===== src/hw/rtl/tpdc_pkg.sv =====
// Shared types and constants for the touch pressure / calibration block.
// Used by tpdc_div and touch_pressure_detect_calibrate; depends on nothing.
package tpdc_pkg;

    // Shared divider geometry: 44-bit dividend magnitude, 32-bit divisor magnitude
    localparam int DVD_W = 44;
    localparam int DSR_W = 32;
    localparam int CNT_W = 6;

    // Pressure division: 20-bit product placed at the top of the dividend
    localparam int PRESS_W = 20;
    localparam int PRESS_SHIFT = DVD_W - PRESS_W;
    localparam logic [CNT_W-1:0] PRESS_STEPS = CNT_W'(PRESS_W);
    localparam logic [CNT_W-1:0] CAL_STEPS = CNT_W'(DVD_W);

    localparam int LEVEL_W = 10;
    localparam int COEF_W = 32;
    localparam logic [31:0] FULL_SCALE = 32'd1024;

    // Register indexes of the configuration port
    localparam logic [2:0] REG_THRESHOLD = 3'd0;
    localparam logic [2:0] REG_COEF_A = 3'd1;
    localparam logic [2:0] REG_COEF_B = 3'd2;
    localparam logic [2:0] REG_COEF_C = 3'd3;
    localparam logic [2:0] REG_COEF_D = 3'd4;
    localparam logic [2:0] REG_COEF_E = 3'd5;
    localparam logic [2:0] REG_COEF_F = 3'd6;
    localparam logic [2:0] REG_DIVIDER = 3'd7;

    // Reset values of the configuration registers
    localparam logic [LEVEL_W-1:0] THRESHOLD_RST = 10'd950;
    localparam logic [COEF_W-1:0] COEF_A_RST = 32'sd76320;
    localparam logic [COEF_W-1:0] COEF_B_RST = 32'sd3080;
    localparam logic [COEF_W-1:0] COEF_C_RST = -32'sd9475080;
    localparam logic [COEF_W-1:0] COEF_D_RST = -32'sd560;
    localparam logic [COEF_W-1:0] COEF_E_RST = 32'sd60340;
    localparam logic [COEF_W-1:0] COEF_F_RST = -32'sd4360660;
    localparam logic [COEF_W-1:0] DIVIDER_RST = 32'sd205664;

    typedef struct packed {
        logic             start;
        logic [CNT_W-1:0] steps;
        logic [DVD_W-1:0] dividend;
        logic [DSR_W-1:0] divisor;
    } tpdc_div_req_t;

    typedef struct packed {
        logic             busy;
        logic             done;
        logic [DVD_W-1:0] quotient;
    } tpdc_div_rsp_t;

endpackage


===== src/hw/rtl/tpdc_div.sv =====
// Shared restoring divider, one quotient bit per cycle, unsigned operands.
// Depends on tpdc_pkg for widths and the request/response structs.
module tpdc_div
    import tpdc_pkg::*;
(
    input  logic          aclk,
    input  logic          aresetn,
    input  tpdc_div_req_t req,
    output tpdc_div_rsp_t rsp
);

    logic [DVD_W-1:0] dq_reg;
    logic [DSR_W-1:0] dsr_reg;
    logic [DSR_W-1:0] rem_reg;
    logic [CNT_W-1:0] count_reg;
    logic             busy_reg;
    logic             done_reg;

    logic [DSR_W:0]   shifted;
    logic [DSR_W:0]   trial;

    // Remainder stays below the divisor, so the shifted value fits in DSR_W+1 bits
    assign shifted = {rem_reg, dq_reg[DVD_W-1]};
    assign trial   = shifted - {1'b0, dsr_reg};

    always_ff @(posedge aclk) begin
        if (!aresetn) begin
            busy_reg  <= 1'b0;
            done_reg  <= 1'b0;
            count_reg <= '0;
        end else begin
            done_reg <= 1'b0;
            if (req.start) begin
                dq_reg    <= req.dividend;
                dsr_reg   <= req.divisor;
                rem_reg   <= '0;
                count_reg <= req.steps;
                busy_reg  <= 1'b1;
            end else if (busy_reg) begin
                if (!trial[DSR_W]) begin
                    rem_reg <= trial[DSR_W-1:0];
                    dq_reg  <= {dq_reg[DVD_W-2:0], 1'b1};
                end else begin
                    rem_reg <= shifted[DSR_W-1:0];
                    dq_reg  <= {dq_reg[DVD_W-2:0], 1'b0};
                end
                count_reg <= count_reg - CNT_W'(1);
                if (count_reg == CNT_W'(1)) begin
                    busy_reg <= 1'b0;
                    done_reg <= 1'b1;
                end
            end
        end
    end

    assign rsp.busy     = busy_reg;
    assign rsp.done     = done_reg;
    assign rsp.quotient = dq_reg;

    a_start_idle: assert property (@(posedge aclk) disable iff (!aresetn)
        req.start |-> !busy_reg)
        else $error("divider started while busy");

    a_done_ends_busy: assert property (@(posedge aclk) disable iff (!aresetn)
        done_reg |-> !busy_reg && $past(busy_reg))
        else $error("divider done without a run");

    a_count_live: assert property (@(posedge aclk) disable iff (!aresetn)
        busy_reg |-> count_reg != '0)
        else $error("divider busy with zero count");

endmodule


===== src/hw/rtl/touch_pressure_detect_calibrate.sv =====
// Touch pressure detection and affine calibration, top level; uses tpdc_pkg and tpdc_div.
// Each accepted scan runs a 20-step pressure division and a touch check. A release, or a press
// with a zero divider, then gives a result; a calibrated press first runs two 44-step divisions.
// A scan with neither press nor release gives no result. A new scan is taken only in idle;
// a result not yet taken (m_tready low) stalls the sequencer in its output state.
// Reset (aresetn, synchronous): pen up, stored point and time cleared, registers to defaults.
module touch_pressure_detect_calibrate
    import tpdc_pkg::*;
#(
    parameter int DEBOUNCE_TICKS = 100,
    parameter int SWAP_AXES = 0
)
(
    input  logic        aclk,
    input  logic        aresetn,
    // Input scan beat
    input  logic        s_tvalid,
    output logic        s_tready,
    input  logic [71:0] s_tdata,   // z1_level, z2_level, x_level, y_level, now_ticks
    // Result beat
    output logic        m_tvalid,
    input  logic        m_tready,
    output logic        m_tuser,   // pen_down
    output logic [87:0] m_tdata,   // raw_x, raw_y, cal_x, cal_y, zero pad
    // Configuration write port
    input  logic        cfg_wr_en,
    input  logic [2:0]  cfg_addr,
    input  logic [31:0] cfg_wdata
);

    // Sequencer states
    localparam logic [3:0] ST_IDLE   = 4'd0;
    localparam logic [3:0] ST_PDIV   = 4'd1;
    localparam logic [3:0] ST_PCHK   = 4'd2;
    localparam logic [3:0] ST_MUL1   = 4'd3;
    localparam logic [3:0] ST_MUL2   = 4'd4;
    localparam logic [3:0] ST_ADD    = 4'd5;
    localparam logic [3:0] ST_DSTART = 4'd6;
    localparam logic [3:0] ST_CDIV   = 4'd7;
    localparam logic [3:0] ST_OUT    = 4'd8;

    localparam int ACC_W = DVD_W;
    localparam int PROD_W = COEF_W + LEVEL_W + 1;

    // Configuration registers
    logic [LEVEL_W-1:0] thr_reg;
    logic [COEF_W-1:0]  coef_a_reg, coef_b_reg, coef_c_reg;
    logic [COEF_W-1:0]  coef_d_reg, coef_e_reg, coef_f_reg;
    logic [COEF_W-1:0]  divider_reg;

    // Sequencer and scan latch
    logic [3:0]         state_reg, state_next;
    logic               phase_reg;          // 0: display x, 1: display y
    logic [LEVEL_W-1:0] x_reg, y_reg;
    logic [31:0]        now_reg;

    // Persistent touch state
    logic               touch_active_reg;
    logic [31:0]        press_time_reg;
    logic [LEVEL_W-1:0] last_raw_x_reg, last_raw_y_reg;
    logic [COEF_W-1:0]  last_cal_x_reg, last_cal_y_reg;

    // Calibration datapath
    logic signed [ACC_W-1:0] prod_reg, acc_reg;
    logic                    negq_reg;

    // Result register
    logic        m_tvalid_reg;
    logic        m_tuser_reg;
    logic [87:0] m_tdata_reg;

    tpdc_div_req_t div_req;
    tpdc_div_rsp_t div_rsp;

    // Input field views
    logic [LEVEL_W-1:0] z1_in, z2_in, x_in, y_in;
    logic [31:0]        now_in;
    logic [LEVEL_W-1:0] z1_eff;
    logic [PRESS_W-1:0] xz2;

    assign z1_in  = s_tdata[9:0];
    assign z2_in  = s_tdata[19:10];
    assign x_in   = s_tdata[29:20];
    assign y_in   = s_tdata[39:30];
    assign now_in = s_tdata[71:40];

    // Clamp z1 to at least one
    assign z1_eff = (z1_in == '0) ? LEVEL_W'(1) : z1_in;
    assign xz2    = x_in * z2_in;

    assign s_tready = (state_reg == ST_IDLE);

    // Pressure: rz = (x*z2/z1 - x) / 1024, p = 1024 - rz, all wrapping 32-bit
    logic [31:0] press_diff, press_rz, press_p;
    logic        is_touch;
    logic [31:0] elapsed;
    logic        is_release;

    assign press_diff = {12'b0, div_rsp.quotient[PRESS_W-1:0]} - {22'b0, x_reg};
    assign press_rz   = {10'b0, press_diff[31:10]};
    assign press_p    = FULL_SCALE - press_rz;
    assign is_touch   = press_p > {22'b0, thr_reg};
    assign elapsed    = now_reg - press_time_reg;
    assign is_release = touch_active_reg && (elapsed >= 32'(DEBOUNCE_TICKS));

    // Shared multiplier: signed coefficient times unsigned raw level
    logic [COEF_W-1:0]        mul_k;
    logic [LEVEL_W-1:0]       mul_r;
    logic signed [PROD_W-1:0] prod;
    logic signed [ACC_W-1:0]  prod_ext;
    logic signed [ACC_W-1:0]  coef_off_ext;

    always_comb begin
        if (state_reg == ST_MUL2) begin
            mul_k = phase_reg ? coef_e_reg : coef_b_reg;
            mul_r = last_raw_y_reg;
        end else begin
            mul_k = phase_reg ? coef_d_reg : coef_a_reg;
            mul_r = last_raw_x_reg;
        end
    end

    assign prod         = $signed(mul_k) * $signed({1'b0, mul_r});
    assign prod_ext     = {{(ACC_W-PROD_W){prod[PROD_W-1]}}, prod};
    assign coef_off_ext = phase_reg
                        ? {{(ACC_W-COEF_W){coef_f_reg[COEF_W-1]}}, coef_f_reg}
                        : {{(ACC_W-COEF_W){coef_c_reg[COEF_W-1]}}, coef_c_reg};

    // Magnitudes for the unsigned divider; quotient sign fixed up afterwards
    logic [ACC_W-1:0]  num_mag;
    logic [DSR_W-1:0]  div_mag;
    logic [COEF_W-1:0] cal_q;

    assign num_mag = acc_reg[ACC_W-1] ? ACC_W'(-acc_reg) : acc_reg;
    assign div_mag = divider_reg[COEF_W-1] ? DSR_W'(-divider_reg) : divider_reg;
    assign cal_q   = negq_reg ? COEF_W'(-div_rsp.quotient[COEF_W-1:0])
                              : div_rsp.quotient[COEF_W-1:0];

    always_comb begin
        div_req.start    = 1'b0;
        div_req.steps    = PRESS_STEPS;
        div_req.dividend = {xz2, {PRESS_SHIFT{1'b0}}};
        div_req.divisor  = {{(DSR_W-LEVEL_W){1'b0}}, z1_eff};
        if (state_reg == ST_IDLE && s_tvalid) begin
            div_req.start = 1'b1;
        end else if (state_reg == ST_DSTART) begin
            div_req.start    = 1'b1;
            div_req.steps    = CAL_STEPS;
            div_req.dividend = num_mag;
            div_req.divisor  = div_mag;
        end
    end

    tpdc_div u_div (
        .aclk    (aclk),
        .aresetn (aresetn),
        .req     (div_req),
        .rsp     (div_rsp)
    );

    logic out_load;
    assign out_load = (state_reg == ST_OUT) && (!m_tvalid_reg || m_tready);

    // Next state
    always_comb begin
        state_next = state_reg;
        unique case (state_reg)
            ST_IDLE: begin
                if (s_tvalid) begin
                    state_next = ST_PDIV;
                end
            end
            ST_PDIV: begin
                if (div_rsp.done) begin
                    state_next = ST_PCHK;
                end
            end
            ST_PCHK: begin
                if (is_touch) begin
                    state_next = (divider_reg == '0) ? ST_OUT : ST_MUL1;
                end else if (is_release) begin
                    state_next = ST_OUT;
                end else begin
                    state_next = ST_IDLE;
                end
            end
            ST_MUL1:   state_next = ST_MUL2;
            ST_MUL2:   state_next = ST_ADD;
            ST_ADD:    state_next = ST_DSTART;
            ST_DSTART: state_next = ST_CDIV;
            ST_CDIV: begin
                if (div_rsp.done) begin
                    state_next = phase_reg ? ST_OUT : ST_MUL1;
                end
            end
            ST_OUT: begin
                if (out_load) begin
                    state_next = ST_IDLE;
                end
            end
            default: state_next = ST_IDLE;
        endcase
    end

    // Configuration writes; the host must write only between scans, the block does not enforce it
    always_ff @(posedge aclk) begin
        if (!aresetn) begin
            thr_reg     <= THRESHOLD_RST;
            coef_a_reg  <= COEF_A_RST;
            coef_b_reg  <= COEF_B_RST;
            coef_c_reg  <= COEF_C_RST;
            coef_d_reg  <= COEF_D_RST;
            coef_e_reg  <= COEF_E_RST;
            coef_f_reg  <= COEF_F_RST;
            divider_reg <= DIVIDER_RST;
        end else if (cfg_wr_en) begin
            unique case (cfg_addr)
                REG_THRESHOLD: thr_reg     <= cfg_wdata[LEVEL_W-1:0];
                REG_COEF_A:    coef_a_reg  <= cfg_wdata;
                REG_COEF_B:    coef_b_reg  <= cfg_wdata;
                REG_COEF_C:    coef_c_reg  <= cfg_wdata;
                REG_COEF_D:    coef_d_reg  <= cfg_wdata;
                REG_COEF_E:    coef_e_reg  <= cfg_wdata;
                REG_COEF_F:    coef_f_reg  <= cfg_wdata;
                REG_DIVIDER:   divider_reg <= cfg_wdata;
                default: ;
            endcase
        end
    end

    // Sequencer, touch state and datapath
    always_ff @(posedge aclk) begin
        if (!aresetn) begin
            state_reg        <= ST_IDLE;
            phase_reg        <= 1'b0;
            touch_active_reg <= 1'b0;
            press_time_reg   <= '0;
            last_raw_x_reg   <= '0;
            last_raw_y_reg   <= '0;
            last_cal_x_reg   <= '0;
            last_cal_y_reg   <= '0;
        end else begin
            state_reg <= state_next;
            case (state_reg)
                ST_IDLE: begin
                    // Latch the scan while the pressure division starts
                    if (s_tvalid) begin
                        x_reg   <= x_in;
                        y_reg   <= y_in;
                        now_reg <= now_in;
                    end
                end
                ST_PCHK: begin
                    phase_reg <= 1'b0;
                    if (is_touch) begin
                        last_raw_x_reg   <= (SWAP_AXES != 0) ? y_reg : x_reg;
                        last_raw_y_reg   <= (SWAP_AXES != 0) ? x_reg : y_reg;
                        touch_active_reg <= 1'b1;
                        press_time_reg   <= now_reg;
                    end else if (is_release) begin
                        touch_active_reg <= 1'b0;
                    end
                end
                ST_MUL1: begin
                    prod_reg <= prod_ext;
                end
                ST_MUL2: begin
                    acc_reg  <= prod_reg + coef_off_ext;
                    prod_reg <= prod_ext;
                end
                ST_ADD: begin
                    acc_reg <= acc_reg + prod_reg;
                end
                ST_DSTART: begin
                    negq_reg <= acc_reg[ACC_W-1] ^ divider_reg[COEF_W-1];
                end
                ST_CDIV: begin
                    // Store the truncated quotient, wrapped to 32 bits
                    if (div_rsp.done) begin
                        if (phase_reg) begin
                            last_cal_y_reg <= cal_q;
                        end else begin
                            last_cal_x_reg <= cal_q;
                        end
                        phase_reg <= 1'b1;
                    end
                end
                default: ;
            endcase
        end
    end

    // Result register: hold until taken, reload on the same cycle it drains
    always_ff @(posedge aclk) begin
        if (!aresetn) begin
            m_tvalid_reg <= 1'b0;
        end else begin
            if (out_load) begin
                m_tvalid_reg <= 1'b1;
            end else if (m_tready) begin
                m_tvalid_reg <= 1'b0;
            end
        end
    end

    always_ff @(posedge aclk) begin
        if (out_load) begin
            m_tuser_reg <= touch_active_reg;
            m_tdata_reg <= {4'b0, last_cal_y_reg, last_cal_x_reg,
                            last_raw_y_reg, last_raw_x_reg};
        end
    end

    assign m_tvalid = m_tvalid_reg;
    assign m_tuser  = m_tuser_reg;
    assign m_tdata  = m_tdata_reg;

    a_ready_div_free: assert property (@(posedge aclk) disable iff (!aresetn)
        s_tready |-> !div_rsp.busy)
        else $error("ready while divider still running");

    a_done_expected: assert property (@(posedge aclk) disable iff (!aresetn)
        div_rsp.done |-> (state_reg == ST_PDIV || state_reg == ST_CDIV))
        else $error("divider result arrived in an unexpected state");

    a_pen_matches: assert property (@(posedge aclk) disable iff (!aresetn)
        out_load |=> m_tvalid_reg && (m_tuser_reg == touch_active_reg))
        else $error("pen_down does not match touch state");

    a_press_stamp: assert property (@(posedge aclk) disable iff (!aresetn)
        (state_reg == ST_PCHK && is_touch) |=> touch_active_reg
                                            && press_time_reg == $past(now_reg))
        else $error("press not recorded");

endmodule

===== config.mk =====
export PLATFORM = sky130hd
export DESIGN_NAME = touch_pressure_detect_calibrate
export DESIGN_NICKNAME = d
export VERILOG_FILES = /design/src/hw/rtl/tpdc_pkg.sv /design/src/hw/rtl/tpdc_div.sv /design/src/hw/rtl/touch_pressure_detect_calibrate.sv
export SDC_FILE = /design/constraint.sdc
export NUM_CORES = 2
export LEC_CHECK = 0
export BUFFER_PORTS_ARGS = -buffer_cell sky130_fd_sc_hd__buf_2
export CAP_MARGIN = 20
export CELL_PAD_IN_SITES_DETAIL_PLACEMENT = 0
export CELL_PAD_IN_SITES_GLOBAL_PLACEMENT = 1
export CORE_UTILIZATION = 35
export DETAILED_ROUTE_END_ITERATION = 10
export HOLD_SLACK_MARGIN = 0.02
export PLACE_DENSITY = 0.64
export SLEW_MARGIN = 25
export SYNTH_ARGS = -nofsm -noshare
export SYNTH_HDL_FRONTEND = slang
export SYNTH_SLANG_ARGS = --single-unit

===== constraint.sdc =====
create_clock -name aclk -period 21.1 [get_ports aclk]
set_clock_uncertainty 0.15 [all_clocks]
set_input_delay 2.11 -clock aclk [delete_from_list [all_inputs] [get_ports aclk]]
set_output_delay 2.11 -clock aclk [all_outputs]
set_load 0.02 [all_outputs]

## Word-level counts from Yosys, hierarchy flattened

Cells that the tools add are included.

- $mul: 2
- Bitwise logic cells: 6
- Reduce and logical (&&, ||, !) cells: 38
- Add/subtract/negate cells: 10
- Equal/unequal tests: 20
- Muxes and demuxes: 39
- $lt $le $gt $ge: 2

Operators by type and width:

| cell | number |
|---|---|
| 2-to-1 mux 32 bit | 7 |
| 2-to-1 mux 44 bit | 4 |
| one-hot mux 44 bit (2 select lines) | 1 |
| 2-to-1 mux 83 bit | 1 |
| 2-to-1 mux 82 bit | 1 |
| negator 32 bit | 2 |
| adder 43 x 44 -> 44 bit | 1 |
| adder 44 x 43 -> 44 bit | 1 |
| negator 44 bit | 1 |
| multiplier 32 x 11 -> 43 bit | 1 |
| one-hot mux 4 bit (9 select lines) | 1 |
| subtractor 33 x 32 -> 33 bit | 1 |
| >= comparator 32 x 7 -> 1 bit, second input constant | 1 |
| greater-than comparator 32 x 10 -> 1 bit | 1 |
| zero test 32 bit | 1 |
| 2-to-1 mux 4 bit | 8 |
| AND reduction 2 bit | 16 |
| subtractor 32 bit | 1 |
| subtractor 11 x 22 -> 23 bit, first input constant | 1 |
| subtractor 20 x 10 -> 21 bit | 1 |
| multiplier 10 x 10 -> 20 bit | 1 |
| 2-to-1 mux 10 bit | 2 |
| == test 4 x 3 -> 1 bit, second input constant | 4 |
| == test 3 bit, second input constant | 4 |
| other kinds (25) | 54 |

- Input port bits: 112
- Output and inout port bits: 91
- Flip-flop bits (word level): 698
- Word-level logic and storage cells: 150

## Depth between registers and ports, before layout

- Depth in word-level cells: 6
- Depth in mapped cells: 30
- Mapped depth without buffers: 27

## Modules after synthesis

A second synthesis with hierarchy kept.

- Cells, all modules: 5235
- Area, all modules: 49174.7 um^2

Modules (own cells, without submodules):

| module | seq. area each (um^2) | times used | area an instance (um^2) | cells an instance |
|---|---|---|---|---|
| touch_pressure_detect_calibrate | 13903.3 | 1 | 42650.9 | 4676 |
| tpdc_div | 3403.3 | 1 | 6523.8 | 559 |

## Least setup slack after synthesis

Ideal clock, no wire load.

- Path kind: reg2reg
- Start point: register state_reg[2]
- End point: register prod_reg[41] (data pin)
- Library setup time: 195 ps
- Data required time: 20755 ps
- Slack: 13507 ps
- Buffers on the path: 3
- Cell stages (with the launch flop): 28
- Clock period less this slack: 7593 ps
- Data arrival time: 7248 ps
- Cell sequence: dfxtp_1 -> clkbuf_1 -> nand2_1 -> nor3_1 -> clkbuf_1 -> nand2_1 -> nand2_1 -> clkbuf_1 -> nand2_1 -> fa_1 -> inv_1 -> fa_1 -> fa_1 -> fa_1 -> inv_1 -> fa_1 -> inv_1 -> ha_1 -> o21ai_0 -> a21oi_1 -> a221o_1 -> a41o_1 -> a31oi_1 -> a21oi_1 -> a311oi_1 -> o31a_1 -> a21oi_1 -> o311ai_0

- Cells in the longest elaborated chain, start to end: 3
- Elaborated cells between the ends (all ways): 4
- Classes of those cells: mul (1); eq/ne (1); mux (2)

RTL lines:

| what | RTL line | text |
|---|---|---|
| start, declared | touch_pressure_detect_calibrate.sv:52 | `logic [3:0] state_reg, state_next;` |
| start signal, assigned | touch_pressure_detect_calibrate.sv:243 | `state_reg <= state_next;` |
| == test 4 x 3 -> 1 bit (*) | touch_pressure_detect_calibrate.sv:114 | `if (state_reg == ST_MUL2) begin` |
| 2-to-1 mux 32 bit / 2-to-1 mux 10 bit (equally long branches) | touch_pressure_detect_calibrate.sv:114 |  |
| multiplier 32 x 11 -> 43 bit (*) | touch_pressure_detect_calibrate.sv:123 | `assign prod = $signed(mul_k) * $signed({1'b0, mul_r});` |
| named net prod[41] | touch_pressure_detect_calibrate.sv:109 | `logic signed [PROD_W-1:0] prod;` |
| end signal, assigned | touch_pressure_detect_calibrate.sv:265 | `prod_reg <= prod_ext;` |
| end signal, assigned | touch_pressure_detect_calibrate.sv:269 | `prod_reg <= prod_ext;` |
| end, declared | touch_pressure_detect_calibrate.sv:64 | `logic signed [ACC_W-1:0] prod_reg, acc_reg;` |

The timed path passes the listed nets; every way through them passes the cells marked *.
A chain may end at the register's enable or synchronous reset.

## Final worst setup path

- Start point: register state_reg[3]
- End point: register prod_reg[41] (data pin)

Same word-level chain as after synthesis.

==> results_dict.tcl <==
set metrics [dict create \
    syn-instance-count 5354 \
    dp_hpwl_um 105400 \
    crit_buf_inv 4 \
    drive_gt1_share_pct 8.547 \
    worstPathArrival_ps 9120 \
    crit_family "adder cells" \
    core_um2 139500 \
    r2r-start "state_reg[3]" \
    yosysUniqueCellTypes 84 \
    ctsHoldBuffers 0 \
    cts_tree "yes" \
    clock-sinks 698 \
    p_leak_nw 23.09 \
    synth_fa_ha_area_share_pct 20.86 \
    cts_max_level 3 \
    grt_start_max_net_pins 263 \
    final_cells 7376 \
    clkTransAtPathRegs_ps 60 \
    synth_top_family_by_area "adder cells" \
    slew_viol_final 0 \
    avgSynthCellArea_um2 9.185 \
    synth.area.top_cells "edfxtp_1, dfxtp_1, fa_1" \
    cts_buffers 81 \
    yosysSeqAreaShare_pct 35.19 \
    yosysMostFrequentCell "nand2_1" \
    die_h_um 376.8 \
    ios 203 \
    port_buffers 198 \
    rrSetupSlack_ps 12320 \
    finalSetupViolCount 0 \
    wire_per_inst_um 19.55 \
    cts_buffer_depth 3 \
    dp_cells 7222 \
    grt_use_total_pct 20.34 \
    nNetsFinal 6160 \
    hp-class "reg2reg" \
    rsz0062_at_grt "no" \
    path_depth 25 \
    place.gp.congestion 0.8647 \
    area_delta_synth_final_pct 11.78 \
    ant_nets 0 \
    synth_compound_area_share_pct 13.56 \
    grt_overflow 0 \
    status "complete, no violations" \
    period_share_pct 41.59 \
    synth_common_cells "nand2_1, inv_1, dfxtp_1" \
    async_flop_share_pct 0 \
    power_density_nw_per_um2 74.04 \
    start_util_pct 35.24 \
    setup_tns_ps 0 \
    ys_seq_elements 698 \
    vias_per_cell 5.071 \
    setup_slack_ps 12320 \
    yosysTopAreaCellShare_pct 20.33 \
    antenna_found_initial 6 \
    die-area_um2 142000 \
    ctsResizeCount 0 \
    synth-edff-count 333 \
    die_x_um 376.8 \
    drv_cap 0 \
    rr_worst_depth 25 \
    largest_reg_flops 84 \
    startpoint_type "register" \
    synthMuxAreaShare_pct 2.577 \
    routed_wl_um 144200 \
    rr_endpoint "prod_reg[41]" \
    post-cts-setup-buffers 0 \
    yosys.area_share.simple_pct 17.51 \
    clock_latency_ps 710 \
    critical_path_class "reg2reg" \
    yosysTopAreaCell "edfxtp_1" \
    vias 37410 \
    max_stage_delay_ps 680 \
    drt-pass1-iter-count 5 \
    cpMaxStageDelayCell "buf_4" \
    critPathMostFrequentCell "fa_1" \
    crit_start "state_reg[3]" \
    post-route-min-period_ps 8776 \
    first_global_vias 36720 \
    dp_slack_ps 12030 \
    fmax_mhz 114.0 \
    drcViolationCount 0 \
    vdd_drop_max_uv 69.44 \
    crit_end "prod_reg[41]" \
    worst_pin_slew_ps 1125 \
    grt_pass1_wl_um 223100 \
    cp_data_required_time_ps 21440 \
    crit_fanout 44 \
    std_cell_rows 137 \
    synthFlopType "dfxtp_1" \
    yosys_warnings 0 \
    synth.cell_area_um2 49180 \
    drt-initial-drc-count 2670 \
    synth-xor-area-share_pct 4.488 \
    slew-limit-headroom_pct 24.48 \
    hold_viol 0 \
    crit_path_end_kind "register" \
    root_buffer "clkbuf_16" \
]
[cell usage in the layout (no fill, tap or decap), types with 43 or more instances in the layout]
cell       count
o211a_1       67
xor2_1       143
nand3_1      150
nand2_1     1168
a21oi_1      148
a21boi_0     189
edfxtp_1     333
xnor2_1      109
buf_4         47
o21a_1        43
dfxtp_1      364
and2_1        70
nor2_1       222
buf_2        197
inv_1        494
clkbuf_16     82
nor2b_1       77
nand2b_1      49
mux2i_1       73
fa_1         338
o21ai_0      211
a21o_1        84
ha_1         279
[final cells by class]
class / count / area [um2]
well taps: 1876 / 2347
multi-input cells: 3907 / 29230
flip-flops and latches: 698 / 17310
clock buffers: 102 / 2167
diodes: 1 / 2.502
clock inverters: 49 / 628.1
repair buffers: 248 / 1429
fillers: 14150 / 84560
inverters: 495 / 1858
[power breakdown]
group          internal (W)  switching, W  total, W  leakage (nW)
sequential          0.00152     0.0000606   0.00159          6.06
combinational      0.000411      0.000601   0.00101          15.7
clock              0.000844      0.000628   0.00147          1.34
total               0.00278       0.00129   0.00407          23.1
[layer usage]
layer	up-vias	routed length (um)	track usage, %	part of all wire, %
met3	133	7112	3.027	4.9
li1	18150	-	-	-
met2	848	63550	31.84	44
met4	0	2644	4.426	1.8
met5	-	0	0	0
met1	18280	70900	29.49	49
[per-stage QoR]
step                      hold WS, ps  utilization (%)  area (um2)  power, W
final                           282.0            39.39       54970  0.004070
after global routing            287.8            39.39       54970  0.004304
after CTS                       282.3            39.34       54890  0.004115
after detailed placement        268.1            37.34       52100  0.002628
after global placement          264.3            37.34       52100  0.002624
after floorplan                 257.6                -       49190  0.002351
[kinds of logic after synthesis]
group,count (synthesis)
compound gates,970
xor+xnor,252
fa+ha+maj,617
buf+inv,752
flops,698
mux,99
other cells,1
simple gates,1965
[worst min-delay path by stage]
stage                       startpoint  cells past startpoint  slack (ps)     endpoint
global placement     last_cal_x_reg[0]                      0         260  m_tdata[20]
detailed placement   last_cal_y_reg[9]                      0         270  m_tdata[61]
finish               last_cal_y_reg[9]                      0         280  m_tdata[61]
CTS                 last_cal_x_reg[24]                      0         280  m_tdata[44]
floorplan            last_cal_x_reg[0]                      0         260  m_tdata[20]
global route         last_cal_y_reg[0]                      0         290  m_tdata[52]
No activity file was read; power rests on OpenSTA's default activity.
